--- src/rtl/bmsa_pkg.sv ---
`timescale 1ns / 1ps
package bmsa_pkg;

	localparam int BIN_W    = 6;
	localparam int DATA_W   = 32;
	localparam int CFG_W    = 16;
	localparam int SUM_W    = 48;
	localparam int SQ_W     = 64;

	localparam logic OP_ADD  = 1'b0;
	localparam logic OP_NORM = 1'b1;

	localparam logic REG_SAMPLE_COUNT = 1'b0;
	localparam logic REG_VAR_TOL      = 1'b1;

	typedef enum logic [3:0] {
		ST_IDLE,
		ST_ADD_WR,
		ST_N_RD,
		ST_DIV1_GO,
		ST_DIV1_WAIT,
		ST_DIV2_GO,
		ST_DIV2_WAIT,
		ST_MUL,
		ST_VAR,
		ST_ROOT_WAIT,
		ST_LOAD
	} bmsa_state_t;

	typedef struct packed {
		logic in_ready;
		logic norm;      // read address follows the bin counter
		logic add_wr;
		logic idx_clr;
		logic div1_go;
		logic div2_go;
		logic mul;
		logic var_eval;
		logic load;
	} bmsa_cmd_t;

	typedef struct packed {
		logic in_valid;
		logic in_norm;
		logic div_busy;
		logic root_busy;
		logic need_root;
		logic out_free;
		logic is_last;
	} bmsa_stat_t;

endpackage

--- src/rtl/bmsa_ctrl.sv ---
`timescale 1ns / 1ps
module bmsa_ctrl (
	input  logic                 clk,
	input  logic                 arst_n,
	input  bmsa_pkg::bmsa_stat_t stat,
	output bmsa_pkg::bmsa_cmd_t  cmd
);
	import bmsa_pkg::*;

	bmsa_state_t state_q, state_d;

	always_ff @(posedge clk or negedge arst_n) begin
		if (!arst_n) state_q <= ST_IDLE;
		else         state_q <= state_d;
	end

	always_comb begin
		state_d = state_q;
		cmd     = '0;
		cmd.norm = state_q != ST_IDLE;
		unique case (state_q)
			ST_IDLE: begin
				cmd.in_ready = 1'b1;
				if (stat.in_valid) begin
					if (stat.in_norm) begin
						cmd.idx_clr = 1'b1;
						state_d     = ST_N_RD;
					end else begin
						state_d = ST_ADD_WR;
					end
				end
			end
			ST_ADD_WR: begin
				cmd.add_wr = 1'b1;
				state_d    = ST_IDLE;
			end
			ST_N_RD:      state_d = ST_DIV1_GO;
			ST_DIV1_GO: begin
				cmd.div1_go = 1'b1;
				state_d     = ST_DIV1_WAIT;
			end
			ST_DIV1_WAIT: if (!stat.div_busy) state_d = ST_DIV2_GO;
			ST_DIV2_GO: begin
				cmd.div2_go = 1'b1;
				state_d     = ST_DIV2_WAIT;
			end
			ST_DIV2_WAIT: if (!stat.div_busy) state_d = ST_MUL;
			ST_MUL: begin
				cmd.mul = 1'b1;
				state_d = ST_VAR;
			end
			ST_VAR: begin
				cmd.var_eval = 1'b1;
				state_d      = ST_ROOT_WAIT;
			end
			ST_ROOT_WAIT: if (!stat.need_root || !stat.root_busy) state_d = ST_LOAD;
			ST_LOAD: begin
				if (stat.out_free) begin
					cmd.load = 1'b1;
					state_d  = stat.is_last ? ST_IDLE : ST_N_RD;
				end
			end
			default: state_d = ST_IDLE;
		endcase
	end

	a_ready_idle: assert property (@(posedge clk) disable iff (!arst_n)
		cmd.in_ready |-> (state_q == ST_IDLE))
		else $error("ready outside idle");
	a_norm_start: assert property (@(posedge clk) disable iff (!arst_n)
		(state_q == ST_IDLE && stat.in_valid && stat.in_norm) |=> (state_q == ST_N_RD))
		else $error("normalize did not start");
	a_load_exit: assert property (@(posedge clk) disable iff (!arst_n)
		(cmd.load && stat.is_last) |=> (state_q == ST_IDLE))
		else $error("walk did not end on last bin");
endmodule

--- config.mk ---
export PLATFORM = sky130hd
export DESIGN_NAME = bmsa_ctrl
export DESIGN_NICKNAME = d
export VERILOG_FILES = /design/src/rtl/bmsa_pkg.sv /design/src/rtl/bmsa_ctrl.sv
export SDC_FILE = /design/constraint.sdc
export NUM_CORES = 1
export LEC_CHECK = 0
export BUFFER_PORTS_ARGS = -buffer_cell sky130_fd_sc_hd__buf_4
export CORE_AREA = 5 5 42 44
export DETAILED_ROUTE_END_ITERATION = 10
export DIE_AREA = 0 0 47 49
export SLEW_MARGIN = 20
export SYNTH_ARGS = -nofsm -noshare
export SYNTH_HDL_FRONTEND = slang
export SYNTH_SLANG_ARGS = --single-unit
--- constraint.sdc ---
create_clock -name clk -period 1.7 [get_ports clk]
set_input_delay 0 -clock clk [delete_from_list [all_inputs] [get_ports clk]]
set_output_delay 0 -clock clk [all_outputs]
set_load 0.01 [all_outputs]
==> impl_metrics.json, run 1 <==
{
  "fin_crit_ps": 1580,
  "ios": 18,
  "grt_pass1_vias": 410,
  "r2r-end": "state_q[1]",
  "crit_slowest_cell": "or3_4",
  "reg.largest.list": "state_q: 4 flops",
  "synth_common_cells": "nor2_1, dfrtp_1",
  "r2r_cells": 4,
  "dr_total_vias": 385,
  "worstPathArrival_ps": 1700,
  "root_buffer": "clkbuf_4",
  "dieWidth_um": 47,
  "rows": 14,
  "grt_first_pass_wirelength_um": 1630,
  "portBuffers": 17,
  "maxCapViolCount": 0,
  "netlist_area_um2": 350,
  "fmax_mhz": 634,
  "path_class": "reg -> reg",
  "yosysMostFrequentCell": "nor2_1",
  "clockPowerShare": 0.124,
  "gp_congestion": 0.726,
  "core_mm2": 0.00140,
  "p_int_w": 0.000545,
  "cp.required_ps": 1820,
  "yosys-top-cells-area": "dfrtp_1, nand2b_1, nor2_1, nor2b_1, xor2_1",
  "r2r_start": "state_q[1]",
  "grt_usage": 0.104,
  "cp.buffers_inverters": 0,
  "max_stage_delay_ps": 390,
  "hold-worst-slack_ps": 87.8,
  "synth_top_area_frac": 0.286,
  "hold_path_class": "in -> reg",
  "final_cells": 81,
  "hpwl_um": 796,
  "fin_crit_sh": 0.928,
  "worstHoldEndpoint": "state_q[0]",
  "drt_drc_violations_left": 0,
  "end_kind": "register",
  "slew_headroom": 0.733,
  "power_frac_comb": 0.678,
  "grt_max_degree": 11,
  "setup_tns_ps": 0,
  "fin_skew_ps": 0.900,
  "die_h_um": 49,
  "dp.cells": 77,
  "pwr-share-seq": 0.198,
  "largest_reg_flops": 4,
  "setup_viol": 0,
  "routed_wl_um": 971,
  "power_leakage_nw": 0.271,
  "worstHoldStart": "stat[2]",
  "postSynthCellCount": 44,
  "crit_family": "simple AND/OR/NAND/NOR gates",
  "powerDensity_mw_per_mm2": 1780,
  "crit_path_start_kind": "register",
  "path_cells": "or3_4 -> a211o_1 -> o211ai_2 -> mux2_1",
  "top_register": "state_q",
  "overflow": 0,
  "worstMarginPinSlew_ps": 396,
  "cts.path.max_buffers": 2,
  "drt_iter0_drc": 5,
  "yosysWarnings": 0,
  "die_area_mm2": 0.00230,
  "ir_worst_vdd_uv": 642,
  "antenna_cells": 0,
  "cts_sinks": 4,
  "htree_num_levels": 1,
  "cts_tree": "done",
  "drive_gt1_frac": 0.400,
  "ys_seq_elements": 4,
  "async_flop_share": 1.00,
  "antenna_found_initial": 0,
  "numCtsBuffers": 3,
  "clkTransAtPathRegs_ps": 40,
  "areaGrowthSynthToFinish_pct": 53.6,
  "netSwitchingPower_w": 0.000412,
  "clk_latency_ps": 240,
  "avgSynthCellArea_um2": 7.96,
  "synth.yosys.seq_area_share": 0.286,
  "whs_path_depth": 3,
  "status": "complete, no violations",
  "drtAntennaViolNets": 0,
  "switching_share": 0.430,
  "start_util": 0.250,
  "r2r_setup_slack_ps": 120,
  "syn_nets": 53,
  "first_pass_iters": 3,
  "final_max_slew_viol_count": 0,
  "synth-edff-count": 0,
  "hold_viol_final": 0,
  "crit_fanout": 2,
  "nets": 76,
  "yosysTopAreaCell": "dfrtp_1",
  "ys.flop_type": "dfrtp_1",
  "vias_per_cell": 4.75,
  "rsz0062_at_grt": "false",
  "post-cts-setup-buffer-count": 0,
  "ys_types": 24,
  "wl_per_cell_um": 12.0
}
## area by class of cell
type                            count  area, um^2
Sequential cell                     4         100
Fill cell                         157         863
Tap cell                           16        20.0
Multi-Input combinational cell     35         224
Clock buffer                        3        22.5
Inverter                            1        3.75
Timing Repair Buffer               22         168
## timing repair
action	4_1_cts	5_1_grt
hold endpoints to repair	4	0
hold buffers	1	0
resized for setup	0	0
## metal layers
layer | GRT usage | wire [um] | up-vias
li1 | - | - | 197
met2 | 0.140 | 441 | 17
met1 | 0.121 | 399 | 167
met5 | 0 | 0 | -
met4 | 0.111 | 47 | 0
met3 | 0.0221 | 82 | 4
## cell families after synthesis
family,count (synthesis),synth area share
buffers and inverters,5,0.0750
xor gates and xnor gates,2,0.0500
DFF,4,0.286
muxes,1,0.0321
AOI/OAI and AO/OA,10,0.211
and+or+nand+nor,22,0.346
## metrics by stage
stage | utilization | power [W] | setup slack, ps | area, um^2
4_1_cts | 0.384 | 0.000972 | 112 | 538
3_5_place_dp | 0.361 | 0.000846 | 117 | 505
2_1_floorplan | - | 0.000618 | 43.4 | 350
5_1_grt | 0.384 | 0.00106 | 7.29 | 538
6_report | 0.384 | 0.000957 | 122 | 538
3_3_place_gp | 0.361 | 0.000834 | 143 | 505
## how the worst max path moves through the flow
stage                          start         end  slack (ps)  cells after the start
after floorplan           state_q[1]  state_q[1]          40                      5
after global placement    state_q[3]  state_q[1]         140                      4
after detailed placement  state_q[1]  state_q[1]         120                      4
after CTS                 state_q[1]  state_q[1]         110                      4
after global routing      state_q[3]      cmd[5]           7                      4
final                     state_q[1]  state_q[1]         120                      4
## power by group through the flow
stage               combinational (W)  clock (W)  sequential [W]
floorplan                    0.000448          0        0.000170
global placement             0.000646          0        0.000188
detailed placement           0.000656          0        0.000190
CTS                          0.000659   0.000124        0.000189
global route                 0.000734   0.000130        0.000197
finish                       0.000649   0.000119        0.000189
## layout by cell type (no fill, tap or decap), drive strengths merged
cell type / netlist / routed
and3: 2 / 2
o21ai: 2 / 2
nor3b: 1 / 1
buf: 1 / 21
o211ai: 1 / 1
a211o: 1 / 1
inv: 1 / 1
nand2: 3 / 3
xor2: 2 / 2
a21o: 1 / 1
mux2: 1 / 1
dlygate4sd3: 0 / 1
nand2b: 3 / 3
or3: 1 / 1
nor2b: 3 / 3
a22oi: 1 / 1
a21oi: 1 / 1
clkbuf: 3 / 3
nand4: 1 / 1
nor4: 1 / 1
nor3: 2 / 2
o31ai: 2 / 2
nor2: 5 / 5
dfrtp: 4 / 4
a211oi: 1 / 1
## worst register-to-register path, delay by kind of cell (launching register included)
family          cells  cell delay, ps
compound gates      2             370
flops               1             370
mux                 1             330
simple gates        1             390
(Power assumes the default switching activity.)
==> run 2, diff against run 1 <==
--- a/config.mk
+++ b/config.mk
@@ -9,6 +9,8 @@
 export CORE_AREA = 5 5 42 44
 export DETAILED_ROUTE_END_ITERATION = 10
 export DIE_AREA = 0 0 47 49
+export GPL_TIMING_DRIVEN = 0
+export RECOVER_POWER = 50
 export SLEW_MARGIN = 20
 export SYNTH_ARGS = -nofsm -noshare
 export SYNTH_HDL_FRONTEND = slang
==> impl_metrics.json, run 2 (synthesized netlist as in run 1, its figures left out) <==
{
  "status": "complete, no violations",
  "slew_headroom": 0.733,
  "rows": 14,
  "start_util": 0.250,
  "clkTransAtPathRegs_ps": 40,
  "core_mm2": 0.00140,
  "grt_max_degree": 11,
  "drt_drc_violations_left": 0,
  "antenna_found_initial": 0,
  "fin_crit_ps": 1630,
  "cts_sinks": 4,
  "nFillCells": 163,
  "worstMarginPinSlew_ps": 400,
  "cp.required_ps": 1820,
  "multi_input_area_um2": 234,
  "drive_gt1_frac": 0.412,
  "grt_usage": 0.0839,
  "powerDensity_mw_per_mm2": 1840,
  "top_register": "state_q",
  "dieWidth_um": 47,
  "crit_fanout": 6,
  "ir_worst_vdd_uv": 943,
  "r2r_setup_slack_ps": 70,
  "hold_path_class": "in -> reg",
  "dr_total_vias": 405,
  "antenna_cells": 0,
  "fmax_mhz": 612,
  "cts_tree": "done",
  "root_buffer": "clkbuf_4",
  "final_common_cell": "buf_4",
  "crit_family": "compound AO/OA/AOI/OAI gates",
  "htree_num_levels": 1,
  "dp.cells": 77,
  "crit_slowest_cell": "dfrtp_1",
  "p_int_w": 0.000592,
  "drt_iter0_drc": 12,
  "clk_latency_ps": 240,
  "most-common-layout-cells": "buf_4, nor2_1, dfrtp_1",
  "gp_congestion": 0.733,
  "first_pass_iters": 4,
  "power_leakage_nw": 0.277,
  "setup_tns_ps": 0,
  "grt_first_pass_wirelength_um": 1410,
  "crit_path_start_kind": "register",
  "wl_per_cell_um": 11.3,
  "areaGrowthSynthToFinish_pct": 59.3,
  "path_class": "reg -> reg",
  "totalPowerFinal_w": 0.00103,
  "cts.path.max_buffers": 2,
  "numCtsBuffers": 3,
  "reg.largest.list": "state_q: 4 flops",
  "cp.buffers_inverters": 1,
  "end_kind": "register",
  "rsz0062_at_grt": "false",
  "max_stage_delay_ps": 360,
  "hpwl_um": 703,
  "portBuffers": 17,
  "routed_wl_um": 946,
  "nets": 79,
  "worstPathArrival_ps": 1760,
  "hold-worst-slack_ps": 81.3,
  "switching_share": 0.425,
  "final_max_slew_viol_count": 0,
  "ios": 18,
  "path_cells": "buf_6 -> or3_4 -> a211o_1 -> o211ai_2 -> mux2_4",
  "hold_viol_final": 0,
  "die_h_um": 49,
  "grt_pass1_vias": 344,
  "clockPowerShare": 0.120,
  "fin_crit_sh": 0.961,
  "fin_skew_ps": 2.96,
  "final_cells": 84,
  "pwr-share-seq": 0.170,
  "setup_viol": 0,
  "drtAntennaViolNets": 0,
  "power_frac_comb": 0.710,
  "regArea_um2": 100,
  "largest_reg_flops": 4,
  "netSwitchingPower_w": 0.000437,
  "vias_per_cell": 4.82,
  "overflow": 0,
  "die_area_mm2": 0.00230,
  "maxCapViolCount": 0
}
[run 2: timing repair]
item	CTS	global route
resized for setup	2	3
endpoints found under the hold margin	4	0
endpoints found under the setup margin	1	2
buffers inserted	0	3
hold buffers	1	0
pin swaps	1	2
[run 2: worst paths after layout]
check | startpoint | endpoint | cells past startpoint
setup reg to reg | state_q[1] | state_q[1] | 5
max in group asynchronous | arst_n | state_q[3] | 2
hold / removal | stat[2] | state_q[0] | 3
setup / recovery | state_q[1] | state_q[1] | 5
hold reg to reg | state_q[2] | state_q[3] | 2
min in group asynchronous | arst_n | state_q[1] | 2
[run 2: per-layer routing]
| layer | part of all wire | vias up | track usage | wire (um) |
|---|---|---|---|---|
| met4 | 0 | 0 | 0.0276 | 0 |
| met2 | 0.43 | 18 | 0.111 | 407 |
| met1 | 0.46 | 184 | 0.112 | 438 |
| met3 | 0.11 | 0 | 0.0480 | 100 |
| li1 | - | 203 | - | - |
| met5 | 0 | - | 0 | 0 |
[run 2: final cells by class]
type                    count  share of cell area
plain buffers               4              0.0448
repair buffers             21               0.274
inverters                   1             0.00673
multi-input cells          35               0.419
clock buffers               3              0.0404
well taps                  16              0.0359
flip-flops and latches      4               0.179
[run 2: per-stage QoR]
step	util	cell area (um^2)	setup slack, ps
floorplan	-	350	43.4
global placement	0.355	498	-9.16
detailed placement	0.355	498	-9.57
CTS	0.382	536	34.6
global route	0.398	558	29.0
finish	0.398	558	66.8
[run 2: power groups by stage]
stage / clock (W) / combinational [W] / sequential [W]
global placement: 0 / 0.000636 / 0.000176
CTS: 0.000125 / 0.000671 / 0.000175
detailed placement: 0 / 0.000635 / 0.000176
global route: 0.000135 / 0.000797 / 0.000178
finish: 0.000123 / 0.000730 / 0.000175
floorplan: 0 / 0.000448 / 0.000170
[run 2: tightest hold or removal path: cells and delay by family]
| kind | cells | cell delay, ps |
|---|---|---|
| AO/OA/AOI/OAI | 1 | 100 |
| buffers and inverters | 1 | 80 |
| AND/OR/NAND/NOR | 1 | 110 |
